[src/hw/rtl/smvs_pkg.sv]
// ----------------------------------------------------------------------------
// smvs_pkg: shared types and codes of the stepper move verify sequencer
// Sequence phases, request codes, register selectors, outcomes and the
// structs that pass state, settings and results between modules.
// ----------------------------------------------------------------------------
package smvs_pkg;

  // sequence phases
  localparam logic [3:0] PH_IDLE      = 4'd0;
  localparam logic [3:0] PH_READ_POS  = 4'd1;
  localparam logic [3:0] PH_CLEAR     = 4'd2;
  localparam logic [3:0] PH_ENC_START = 4'd3;
  localparam logic [3:0] PH_RAMPMODE  = 4'd4;
  localparam logic [3:0] PH_TARGET    = 4'd5;
  localparam logic [3:0] PH_POLL      = 4'd6;
  localparam logic [3:0] PH_POLL_WAIT = 4'd7;
  localparam logic [3:0] PH_SETTLE    = 4'd8;
  localparam logic [3:0] PH_ENC_END   = 4'd9;
  localparam logic [3:0] PH_RETARGET  = 4'd10;
  localparam logic [3:0] PH_BACKOFF   = 4'd11;

  // request codes
  localparam logic [1:0] RQ_WRITE  = 2'd0;
  localparam logic [1:0] RQ_READ   = 2'd1;
  localparam logic [1:0] RQ_DELAY  = 2'd2;
  localparam logic [1:0] RQ_FINISH = 2'd3;

  // register selectors
  localparam logic [2:0] SEL_GSTAT    = 3'd0;
  localparam logic [2:0] SEL_RAMPMODE = 3'd1;
  localparam logic [2:0] SEL_TARGET   = 3'd2;
  localparam logic [2:0] SEL_ACTUAL   = 3'd3;
  localparam logic [2:0] SEL_ENCODER  = 3'd4;
  localparam logic [2:0] SEL_RAMPSTAT = 3'd5;

  // outcomes
  localparam logic [1:0] OUT_OK        = 2'd0;
  localparam logic [1:0] OUT_BUS       = 2'd1;
  localparam logic [1:0] OUT_TIMEOUT   = 2'd2;
  localparam logic [1:0] OUT_DEVIATION = 2'd3;

  // operations
  localparam logic OP_START = 1'b0;
  localparam logic OP_REPLY = 1'b1;

  // configuration register indexes
  localparam logic [1:0] CFG_RETRY_LIMIT = 2'd0;
  localparam logic [1:0] CFG_WAIT_LIMIT  = 2'd1;
  localparam logic [1:0] CFG_TOLERANCE   = 2'd2;

  // configuration reset values
  localparam logic [7:0]  RETRY_LIMIT_RST = 8'd3;
  localparam logic [23:0] WAIT_LIMIT_RST  = 24'd5000;
  localparam logic [30:0] TOLERANCE_RST   = 31'd256;

  // fixed values of the sequence
  localparam logic [31:0] BUS_FAIL_WORD   = 32'hFFFF_FFFF;
  localparam int unsigned REACHED_BIT     = 9;
  localparam logic [31:0] GSTAT_CLEAR     = 32'h0000_0007;
  localparam logic [5:0]  DELAY_POLL_MS   = 6'd5;
  localparam logic [5:0]  DELAY_SETTLE_MS = 6'd10;
  localparam logic [5:0]  DELAY_BACKOFF_MS = 6'd50;
  localparam logic [24:0] POLL_STEP_MS    = 25'd5;

  typedef struct packed {
    logic [3:0]  phase;
    logic [31:0] goal;
    logic [31:0] distance;
    logic [31:0] enc_start;
    logic [24:0] elapsed;
    logic [7:0]  attempt;
  } smvs_state_t;

  typedef struct packed {
    logic [7:0]  retry_limit;
    logic [23:0] wait_limit_ms;
    logic [30:0] tolerance;
  } smvs_cfg_t;

  typedef struct packed {
    logic [1:0]  request;
    logic [2:0]  register_select;
    logic [31:0] write_value;
    logic [5:0]  delay_ms;
    logic [1:0]  outcome;
  } smvs_result_t;

endpackage

[src/hw/rtl/smvs_step.sv]
// ----------------------------------------------------------------------------
// smvs_step: one step of the move sequence
// Works out the next sequence state and the request for one input word.
// ----------------------------------------------------------------------------
module smvs_step
  import smvs_pkg::*;
(
  input  smvs_state_t  state,
  input  smvs_cfg_t    cfg,
  input  logic         operation,
  input  logic [31:0]  goal_position,
  input  logic [31:0]  reply_data,
  output smvs_state_t  state_nxt,
  output logic         res_vld,
  output smvs_result_t res
);

  logic [31:0] dev_raw;
  logic [31:0] dev_abs;
  logic        dev_ok;
  logic [24:0] elapsed_inc;
  logic [7:0]  attempt_inc;
  logic        wait_left;
  logic        wait_left_inc;

  // deviation of the measured move from the planned distance
  assign dev_raw = (reply_data - state.enc_start) - state.distance;
  assign dev_abs = dev_raw[31] ? (32'd0 - dev_raw) : dev_raw;
  assign dev_ok  = (dev_abs <= {1'b0, cfg.tolerance});

  // poll timer and attempt counter
  assign elapsed_inc   = state.elapsed + POLL_STEP_MS;
  assign attempt_inc   = state.attempt + 8'd1;
  assign wait_left     = (state.elapsed < {1'b0, cfg.wait_limit_ms});
  assign wait_left_inc = (elapsed_inc < {1'b0, cfg.wait_limit_ms});

  // sequence decode
  always_comb begin
    state_nxt = state;
    res_vld   = 1'b1;
    res       = '0;
    if (operation == OP_START) begin
      state_nxt.goal      = goal_position;
      state_nxt.phase     = PH_READ_POS;
      res.request         = RQ_READ;
      res.register_select = SEL_ACTUAL;
    end else begin
      case (state.phase)
        PH_READ_POS: begin
          state_nxt.distance = state.goal - reply_data;
          state_nxt.attempt  = 8'd0;
          if (cfg.retry_limit == 8'd0) begin
            state_nxt.phase = PH_IDLE;
            res.request     = RQ_FINISH;
            res.outcome     = OUT_DEVIATION;
          end else begin
            state_nxt.phase     = PH_CLEAR;
            res.request         = RQ_WRITE;
            res.register_select = SEL_GSTAT;
            res.write_value     = GSTAT_CLEAR;
          end
        end
        PH_CLEAR: begin
          state_nxt.phase     = PH_ENC_START;
          res.request         = RQ_READ;
          res.register_select = SEL_ENCODER;
        end
        PH_ENC_START: begin
          state_nxt.enc_start = reply_data;
          state_nxt.phase     = PH_RAMPMODE;
          res.request         = RQ_WRITE;
          res.register_select = SEL_RAMPMODE;
        end
        PH_RAMPMODE: begin
          state_nxt.elapsed   = 25'd0;
          state_nxt.phase     = PH_TARGET;
          res.request         = RQ_WRITE;
          res.register_select = SEL_TARGET;
          res.write_value     = state.goal;
        end
        PH_TARGET: begin
          if (wait_left) begin
            state_nxt.phase     = PH_POLL;
            res.request         = RQ_READ;
            res.register_select = SEL_RAMPSTAT;
          end else begin
            state_nxt.phase = PH_IDLE;
            res.request     = RQ_FINISH;
            res.outcome     = OUT_TIMEOUT;
          end
        end
        PH_POLL: begin
          if (reply_data == BUS_FAIL_WORD || reply_data == 32'd0) begin
            state_nxt.phase = PH_IDLE;
            res.request     = RQ_FINISH;
            res.outcome     = OUT_BUS;
          end else if (reply_data[REACHED_BIT]) begin
            state_nxt.phase = PH_SETTLE;
            res.request     = RQ_DELAY;
            res.delay_ms    = DELAY_SETTLE_MS;
          end else begin
            state_nxt.phase = PH_POLL_WAIT;
            res.request     = RQ_DELAY;
            res.delay_ms    = DELAY_POLL_MS;
          end
        end
        PH_POLL_WAIT: begin
          state_nxt.elapsed = elapsed_inc;
          if (wait_left_inc) begin
            state_nxt.phase     = PH_POLL;
            res.request         = RQ_READ;
            res.register_select = SEL_RAMPSTAT;
          end else begin
            state_nxt.phase = PH_IDLE;
            res.request     = RQ_FINISH;
            res.outcome     = OUT_TIMEOUT;
          end
        end
        PH_SETTLE: begin
          state_nxt.phase     = PH_ENC_END;
          res.request         = RQ_READ;
          res.register_select = SEL_ENCODER;
        end
        PH_ENC_END: begin
          if (dev_ok) begin
            state_nxt.phase = PH_IDLE;
            res.request     = RQ_FINISH;
            res.outcome     = OUT_OK;
          end else begin
            state_nxt.phase     = PH_RETARGET;
            res.request         = RQ_READ;
            res.register_select = SEL_ENCODER;
          end
        end
        PH_RETARGET: begin
          state_nxt.goal  = reply_data + state.distance;
          state_nxt.phase = PH_BACKOFF;
          res.request     = RQ_DELAY;
          res.delay_ms    = DELAY_BACKOFF_MS;
        end
        PH_BACKOFF: begin
          state_nxt.attempt = attempt_inc;
          if (attempt_inc >= cfg.retry_limit) begin
            state_nxt.phase = PH_IDLE;
            res.request     = RQ_FINISH;
            res.outcome     = OUT_DEVIATION;
          end else begin
            state_nxt.phase     = PH_CLEAR;
            res.request         = RQ_WRITE;
            res.register_select = SEL_GSTAT;
            res.write_value     = GSTAT_CLEAR;
          end
        end
        default: begin
          // reply with no move running
          state_nxt.phase = PH_IDLE;
          res_vld         = 1'b0;
        end
      endcase
    end
  end

endmodule

[src/hw/rtl/stepper_move_verify_sequencer.sv]
// Path: a word taken into the input register passes through the step logic
//   into the result register, which then shows its request.
// Throughput: one word per cycle; the input register and the result register
//   each take a new word in any cycle in which the result register is free
//   or being taken.
// Reset (rst_n low, synchronous): sequence idle, both registers empty,
//   settings back to retry 3, wait 5000 ms, tolerance 256.
// ----------------------------------------------------------------------------
// stepper_move_verify_sequencer: supervises one encoder-verified move
// Input register, sequence state and settings, step logic and result
// register.
// ----------------------------------------------------------------------------
module stepper_move_verify_sequencer
  import smvs_pkg::*;
(
  input  logic               clk,
  input  logic               rst_n,
  // configuration
  input  logic               cfg_wr_en,
  input  logic [1:0]         cfg_index,
  input  logic [30:0]        cfg_wdata,
  // input channel
  input  logic               in_valid,
  output logic               in_stall,
  input  logic               in_operation,
  input  logic signed [31:0] in_goal_position,
  input  logic [31:0]        in_reply_data,
  // result channel
  output logic               out_valid,
  input  logic               out_stall,
  output logic [1:0]         out_request,
  output logic [2:0]         out_register_select,
  output logic [31:0]        out_write_value,
  output logic [5:0]         out_delay_ms,
  output logic [1:0]         out_outcome
);

  logic         in_vld_r;
  logic         in_vld_nxt;
  logic         op_r;
  logic [31:0]  goal_r;
  logic [31:0]  data_r;
  smvs_state_t  state_r;
  smvs_state_t  state_nxt;
  smvs_cfg_t    cfg_r;
  smvs_cfg_t    cfg_nxt;
  logic         out_vld_r;
  logic         out_vld_nxt;
  smvs_result_t out_r;
  smvs_result_t res;
  logic         res_vld;
  logic         advance;
  logic         in_take;

  // handshake
  assign advance  = in_vld_r && (!out_vld_r || !out_stall);
  assign in_stall = in_vld_r && !advance;
  assign in_take  = in_valid && !in_stall;

  // input register
  always_comb begin
    in_vld_nxt = in_vld_r;
    if (in_take) begin
      in_vld_nxt = 1'b1;
    end else if (advance) begin
      in_vld_nxt = 1'b0;
    end
  end

  always_ff @(posedge clk) begin
    if (!rst_n) begin
      in_vld_r <= 1'b0;
    end else begin
      in_vld_r <= in_vld_nxt;
    end
  end

  always_ff @(posedge clk) begin
    if (in_take) begin
      op_r   <= in_operation;
      goal_r <= $unsigned(in_goal_position);
      data_r <= in_reply_data;
    end
  end

  // settings
  always_comb begin
    cfg_nxt = cfg_r;
    if (cfg_wr_en) begin
      case (cfg_index)
        CFG_RETRY_LIMIT: cfg_nxt.retry_limit   = cfg_wdata[7:0];
        CFG_WAIT_LIMIT:  cfg_nxt.wait_limit_ms = cfg_wdata[23:0];
        CFG_TOLERANCE:   cfg_nxt.tolerance     = cfg_wdata;
        default:         cfg_nxt               = cfg_r;
      endcase
    end
  end

  always_ff @(posedge clk) begin
    if (!rst_n) begin
      cfg_r.retry_limit   <= RETRY_LIMIT_RST;
      cfg_r.wait_limit_ms <= WAIT_LIMIT_RST;
      cfg_r.tolerance     <= TOLERANCE_RST;
    end else begin
      cfg_r <= cfg_nxt;
    end
  end

  // step logic
  smvs_step u_step (
    .state         (state_r),
    .cfg           (cfg_r),
    .operation     (op_r),
    .goal_position (goal_r),
    .reply_data    (data_r),
    .state_nxt     (state_nxt),
    .res_vld       (res_vld),
    .res           (res)
  );

  // sequence state, idle phase is code zero
  always_ff @(posedge clk) begin
    if (!rst_n) begin
      state_r <= '0;
    end else if (advance) begin
      state_r <= state_nxt;
    end
  end

  // result register
  always_comb begin
    out_vld_nxt = out_vld_r;
    if (advance) begin
      out_vld_nxt = res_vld;
    end else if (!out_stall) begin
      out_vld_nxt = 1'b0;
    end
  end

  always_ff @(posedge clk) begin
    if (!rst_n) begin
      out_vld_r <= 1'b0;
    end else begin
      out_vld_r <= out_vld_nxt;
    end
  end

  always_ff @(posedge clk) begin
    if (advance && res_vld) begin
      out_r <= res;
    end
  end

  assign out_valid           = out_vld_r;
  assign out_request         = out_r.request;
  assign out_register_select = out_r.register_select;
  assign out_write_value     = out_r.write_value;
  assign out_delay_ms        = out_r.delay_ms;
  assign out_outcome         = out_r.outcome;

`ifndef SYNTHESIS
  // stall only while a word waits in the input register
  a_stall_needs_word: assert property (@(posedge clk) disable iff (!rst_n)
    in_stall |-> in_vld_r)
    else $error("input stalled with empty input register");

  // a finished request leaves the sequence idle
  a_finish_idle: assert property (@(posedge clk) disable iff (!rst_n)
    (advance && res_vld && res.request == RQ_FINISH) |=> (state_r.phase == PH_IDLE))
    else $error("sequence not idle after finish");

  // delay requests carry one of the three lengths
  a_delay_len: assert property (@(posedge clk) disable iff (!rst_n)
    (out_vld_r && out_r.request == RQ_DELAY) |->
      (out_r.delay_ms == DELAY_POLL_MS || out_r.delay_ms == DELAY_SETTLE_MS ||
       out_r.delay_ms == DELAY_BACKOFF_MS))
    else $error("bad delay length");

  // a reply with no move running gives no result
  a_idle_reply: assert property (@(posedge clk) disable iff (!rst_n)
    (in_vld_r && op_r == OP_REPLY && state_r.phase == PH_IDLE) |-> !res_vld)
    else $error("result for reply while idle");
`endif

endmodule

[config.mk]
export PLATFORM = sky130hd
export DESIGN_NAME = stepper_move_verify_sequencer
export DESIGN_NICKNAME = d
export VERILOG_FILES = /design/src/hw/rtl/smvs_pkg.sv /design/src/hw/rtl/smvs_step.sv /design/src/hw/rtl/stepper_move_verify_sequencer.sv
export SDC_FILE = /design/constraint.sdc
export NUM_CORES = 1
export LEC_CHECK = 0
export ABC_AREA = 1
export BUFFER_PORTS_ARGS = -buffer_cell sky130_fd_sc_hd__buf_2
export CAP_MARGIN = 20
export CORE_UTILIZATION = 55
export DETAILED_ROUTE_END_ITERATION = 16
export PLACE_DENSITY = 0.77
export SLEW_MARGIN = 20
export SYNTH_ARGS = -nofsm -noshare
export SYNTH_HDL_FRONTEND = slang
export SYNTH_SLANG_ARGS = --single-unit
export TNS_END_PERCENT = 50
[constraint.sdc]
create_clock -name clk -period 6.9 [get_ports clk]
set_input_delay 1.035 -clock clk [delete_from_list [all_inputs] [get_ports clk]]
set_output_delay 1.035 -clock clk [all_outputs]
set_load 0.03 [all_outputs]
Yosys cells after proc, flatten, opt, wreduce, memory -nomap -nowiden
Index checks and enable logic that the tools add are counted.
W data, S select, Z words.
{"block": "totals", "regBits": 308, "input_bits": 103, "output_inout_bits": 47, "wordCells": 112}
{"block": "classes", "n_addsub": 7, "magnitude_cmp": 4, "n_eq_ne": 16, "n_mux": 40, "reduce_logical": 26}
{"operator": "$pmux W32 S3", "count": 1}
{"operator": "$sub A32 B32 Y32", "count": 3}
{"operator": "$mux W32", "count": 2}
{"operator": "$lt A25 B24 Y1", "count": 2}
{"operator": "$pmux W25 S2", "count": 1}
{"operator": "$pmux W4 S11", "count": 1}
{"operator": "$mux W36", "count": 1}
{"operator": "$add A32 B32 Y32", "count": 1}
{"operator": "$eq A32 B32 Y1 const B", "count": 1}
{"operator": "$le A32 B31 Y1", "count": 1}
{"operator": "$logic_not A32 Y1", "count": 1}
{"operator": "$sub A1 B32 Y32 const A", "count": 1}
{"operator": "$add A25 B3 Y25 const B", "count": 1}
{"operator": "$pmux W3 S8", "count": 1}
{"operator": "$mux W3", "count": 7}
{"operator": "$mux W2", "count": 9}
{"operator": "$eq A4 B3 Y1 const B", "count": 4}
{"operator": "$eq A4 B4 Y1 const B", "count": 4}
{"operator": "$mux W4", "count": 4}
{"operator": "$pmux W2 S8", "count": 1}
{"operator": "$pmux W8 S2", "count": 1}
{"operator": "$pmux W6 S2", "count": 1}
{"operator": "$reduce_and A3 Y1", "count": 4}
{"operator": "$reduce_or A11 Y1", "count": 1}
{"operator": "other kinds (18)", "count": 39}

Depth between registers and ports, before layout
{"block": "logic_depth", "depth_word": 8, "mapped_depth": 41, "ltp_nobuf": 41}

Modules after synthesis
From an unflattened synthesis, not the netlist that was laid out.
{"block": "hier_totals", "hier_cells": 3630, "area_unflattened_um2": 24681.2}
{"mod": "smvs_step", "instances": 1, "cells_per_inst": 2375, "area_per_inst_um2": 13042.5, "seq_area_each_um2": 0.0}
{"mod": "stepper_move_verify_sequencer", "instances": 1, "cells_per_inst": 1255, "area_per_inst_um2": 11638.7, "seq_area_each_um2": 7267.0}

Worst setup path before layout
No wires, ideal clock.
{"block": "synth_path", "kind": "flip-flop to flip-flop", "start": "register data_r[0]", "end": "register out_r (netlist bit out_request[1]), data pin", "setup_ps": 254, "arrival_time_ps": 4619, "t_required_ps": 6646, "setup_slack_ps": 2026, "path_stages_with_launch": 36, "path_buffers": 0, "synth_period_minus_slack_ps": 4874, "cell_sequence": "edfxtp_1 -> inv_1 -> fa_1 -> inv_1 -> ha_1 -> inv_1 -> nand2_1 -> fa_1 -> xnor2_1 -> nand2_1 -> nor2_1 -> nand3_2 -> nor2_4 -> nand3_2 -> nor2_4 -> nand3_4 -> o21ai_0 -> xor2_1 -> inv_1 -> ha_1 -> nand2_1 -> nor2_1 -> nand4_1 -> nor2_1 -> nand2_1 -> nand3_1 -> nand2_1 -> nand2_1 -> nand2_1 -> nand2_1 -> nand2_1 -> nand2_1 -> nand2_1 -> nand2_2 -> nor3_1 -> o21a_1"}
{"block": "synth_between", "elab_chain_cells": 7}
{"item": "start, declared", "line": "stepper_move_verify_sequencer.sv:42", "source": "logic [31:0] data_r;"}
{"item": "start signal, assigned", "line": "stepper_move_verify_sequencer.sv:82", "source": "data_r <= in_reply_data;"}
{"item": "$sub A32 B32 Y32 * (2 in series)", "line": "smvs_step.sv:27", "source": "assign dev_raw = (reply_data - state.enc_start) - state.distance;"}
{"item": "$sub A1 B32 Y32", "line": "smvs_step.sv:28", "source": "assign dev_abs = dev_raw[31] ? (32'd0 - dev_raw) : dev_raw;"}
{"item": "$mux W32 *", "line": "smvs_step.sv:28"}
{"item": "$le A32 B31 Y1 *", "line": "smvs_step.sv:29", "source": "assign dev_ok = (dev_abs <= {1'b0, cfg.tolerance});"}
{"item": "$mux W2 *", "line": "smvs_step.sv:125", "source": "if (dev_ok) begin"}
{"item": "$pmux W2 S8 *", "line": "smvs_step.sv:48", "source": "case (state.phase)"}
{"item": "end signal, assigned", "line": "stepper_move_verify_sequencer.sv:150", "source": "out_r <= res;"}
{"item": "end, declared", "line": "stepper_move_verify_sequencer.sv:49", "source": "smvs_result_t out_r;"}
Every way passes the cells marked *; elsewhere a longest branch is shown, timed or not.
A chain may end at the register's enable or synchronous reset.

Final worst setup path
Same ends and word-level chain as after synthesis.

==> run_results.csv <==
group,metric,value,unit
floorplanning,row_count,71,
logic_synthesis,ys_warn_count,0,
setup_path,critPathLaunch,"data_r[0]",
floorplanning,top_level_ports,150,
layout,drive_gt1_share,8.993,%
sta,rsz0062_at_grt,"no",
global_route,grt_usage,31.90,%
global_route,grt_pass1_wl,97410,µm
setup_path,crit_end,"out_request[1]",
power_and_ir_drop,p_per_area,207.8,mW/mm²
layout,area_delta_synth_final,11.39,%
sta,fin_crit,5.569,ns
logic_synthesis,ys_seq_area_share,34.45,%
clock_network,cts.path.max_buffers,3,
setup_path,end_kind,"flop",
floorplanning,die_x,197.0,µm
sta,tightest_slew,1.001,ns
setup_path,cp_max_fo,5,
routing,via_per_inst,5.534,
clock_network,ctsResizeCount,0,
place,io_buffers,149,
logic_synthesis,synth-main-ff-cell,"dfxtp_1",
setup_path,startpoint_type,"flop",
routing,vias,19200,
power_and_ir_drop,power.total,4.842,mW
logic_synthesis,ys_types,52,
clock_network,cts_setup_buffers,0,
clock_network,clk_pin_slew,0.06,ns
place,placed_cells,3405,
layout,final_util,62.01,%
setup_path,crit_path_max_incr_delay,0.57,ns
sta,finClkSkew,0.02974,ns
clock_network,h-tree-depth,2,
global_route,grt_max_degree,90,
setup_path,worstPathArrival,5.87,ns
clock_network,numCtsBuffers,35,
layout,stdcell_count,3469,
layout,fin_area,0.02330,mm²
logic_synthesis,syn-num-nets,3128,
clock_network,cts_tree,"done",
global_route,antenna_found_initial,3,
floorplanning,coreArea,0.03758,mm²
setup_path,regToRegStartpoint,"data_r[0]",
setup_path,rrSetupSlack,1.33,ns
run_status,outcome,"complete, no violations",
sta,relSlewSlack,32.85,%
sta,drv_slew,0,
routing,firstDrtPassIters,6,
place,gp_congestion,1.039,
place,dp_hpwl,49510,µm
routing,final_antenna_net_count,0,
routing,drtIter0Drc,1230,
logic_synthesis,synth_edf_count,108,
layout,diodes,0,
logic_synthesis,syn-cell-area,0.02092,mm²
setup_path,path_class,"flop to flop",
hold_path,hold_class,"flop to flop",
clock_network,clock_latency,0.56,ns
setup_path,reg2regPathDepth,36,
sta,hold_slack,0.4614,ns
setup_path,slowest_stage,"fa_1",
sta,hold_viol,0,
setup_path,required,7.20,ns
clock_network,ctsRootBufferMaster,"clkbuf_16",
setup_path,cpMostUsedCell,"nand2_1",
layout,finalNetCount,3251,
place,post-place-ws,1.429,ns
routing,wl,61900,µm
routing,drcViolationCount,0,
clock_network,cts_sinks,306,
global_route,gr-total-overflow,0,
clock_network,ctsHoldBuffers,0,
sta,final-setup-viol-count,0,
setup_path,rr_endpoint,"out_request[1]",
floorplanning,start_util,55.67,%
logic_synthesis,synth_cells,2809,
place,placed_cell_area,0.02212,mm²
logic_synthesis,synthArstFlopShare,0,%
sta,min_period_over_period,80.71,%
logic_synthesis,synth-seq-cells,306,
floorplanning,die_y,197.0,µm
global_route,grt_pass1_vias,18890,
flow_run,cap_violations,0,
logic_synthesis,avgSynthCellArea,7.448,µm²
sta,setup-tns-final,0,ns
power_and_ir_drop,leakagePower,10.45,nW
power_and_ir_drop,ir_worst_vdd,210.3,µV
sta,fin_ws,1.331,ns
sta,clock.fmax,0.1796,GHz
routing,avgRoutedWirePerCell,17.84,µm
floorplanning,die-area,0.03882,mm²
-- state kept, by name, indices dropped and copies added (netlist names), 2 cells and up --
name / flops
cfg_r: 63
data_r: 32
goal_r: 32
out_delay_ms: 4
out_outcome: 2
out_register_select: 3
out_request: 2
out_write_value: 32
state_r: 133
-- layout by cell type (no fill, tap or decap), types with 8 or more instances in the layout --
master and instances:
nand2_2 17, o21bai_1 15, buf_2 149, edfxtp_1 108, nand2_1 541, a31oi_1 11
ha_1 183, o21a_1 13, nand3b_1 17, a221oi_1 8, nand4_1 35, fa_1 33
xnor2_1 41, dfxtp_1 198, o21ai_0 205, o211ai_1 19, clkbuf_1 9, o21ai_1 8
a21o_1 8, inv_1 429, buf_4 10, a21oi_1 341, clkbuf_16 35, nor4_1 26
nor2_1 241, nor3_1 31, xor2_1 70, nand3_1 75
-- layout make-up --
type | instances | area [µm²]
fillers | 3465 | 14270
multi-input cells | 1989 | 11790
flip-flops and latches | 306 | 7207
inverters | 439 | 1648
clock buffers | 49 | 978.4
repair buffers | 161 | 855.8
well taps | 511 | 639.4
clock inverters | 14 | 180.2
-- cell usage after synthesis (2+ instances only) --
master	number	area, µm²
fa_1	33	660.6
nor2_2	4	25.02
buf_1	4	15.01
o21a_1	13	97.59
nand4_1	35	219.0
nor2_1	241	904.6
a221oi_1	8	70.07
ha_1	183	2290
nor3b_1	2	15.01
edfxtp_1	108	3243
o22ai_1	3	18.77
and2_1	2	12.51
nor4_1	26	162.7
buf_2	2	10.01
xnor2_1	41	359.1
nand2_2	17	106.4
a211oi_1	6	45.04
nand2_1	541	2031
nor3_1	31	155.2
nand3_2	5	50.05
o21bai_1	15	112.6
xor2_1	70	613.1
buf_4	2	15.01
o221ai_1	2	17.52
o211ai_1	19	142.6
a21oi_2	4	35.03
a21boi_0	3	22.52
a21o_1	8	60.06
nor2_4	4	45.04
a31oi_1	11	68.82
inv_2	6	22.52
o21ai_0	205	1026
clkbuf_1	67	251.5
inv_1	432	1622
a21oi_1	343	1717
o21ai_1	8	40.04
o2111ai_1	2	17.52
nand3b_1	17	127.6
nand3_1	76	380.4
dfxtp_1	198	3964
-- worst max-delay path, delay by kind of cell (launching register included) --
kind	cells	cell delay, ns
flip-flops	1	0.41
AO/OA/AOI/OAI	2	0.32
AND/OR/NAND/NOR	25	2.43
adder cells (fa/ha/maj)	4	1.54
buffers and inverters	3	0.22
XOR/XNOR	2	0.39
-- how the worst min path moves through the flow --
| stage | startpoint | to | slack (ns) | cells after the start |
|---|---|---|---|---|
| finish | cfg_r[13] | cfg_r[13] | 0.46 | 2 |
| global route | cfg_r[13] | cfg_r[13] | 0.48 | 2 |
| CTS | cfg_r[13] | cfg_r[13] | 0.46 | 2 |
| detailed placement | cfg_r[13] | cfg_r[13] | 0.45 | 2 |
| global placement | cfg_r[18] | cfg_r[18] | 0.46 | 2 |
| floorplan | cfg_r[10] | cfg_r[10] | 0.44 | 2 |
-- power breakdown --
group | leakage, nW | internal, mW | total, mW | switching [mW]
logic | 7.25 | 0.331 | 0.971 | 0.641
registers | 2.64 | 1.93 | 1.98 | 0.0482
clock network | 0.565 | 1.11 | 1.89 | 0.775
-- kinds of logic (layout without fill, tap and decap cells) --
family                   Yosys count  in the layout  share of synthesized area (%)
AO/OA/AOI/OAI                    654            654                          16.86
adder cells (fa/ha/maj)          216            216                          14.10
buffers and inverters            514            663                          9.270
AND/OR/NAND/NOR                 1007           1007                          20.59
XOR/XNOR                         112            112                          4.725
flip-flops                       306            306                          34.45
-- routing by layer --
metal	routed length [µm]	vias to the layer above	track usage (%)
li1	-	9532	-
met1	25660	8991	37.79
met2	30050	529	55.90
met3	2572	143	3.551
met4	3582	4	18.60
met5	30	-	0
No activity file was read; power rests on OpenSTA's default activity.
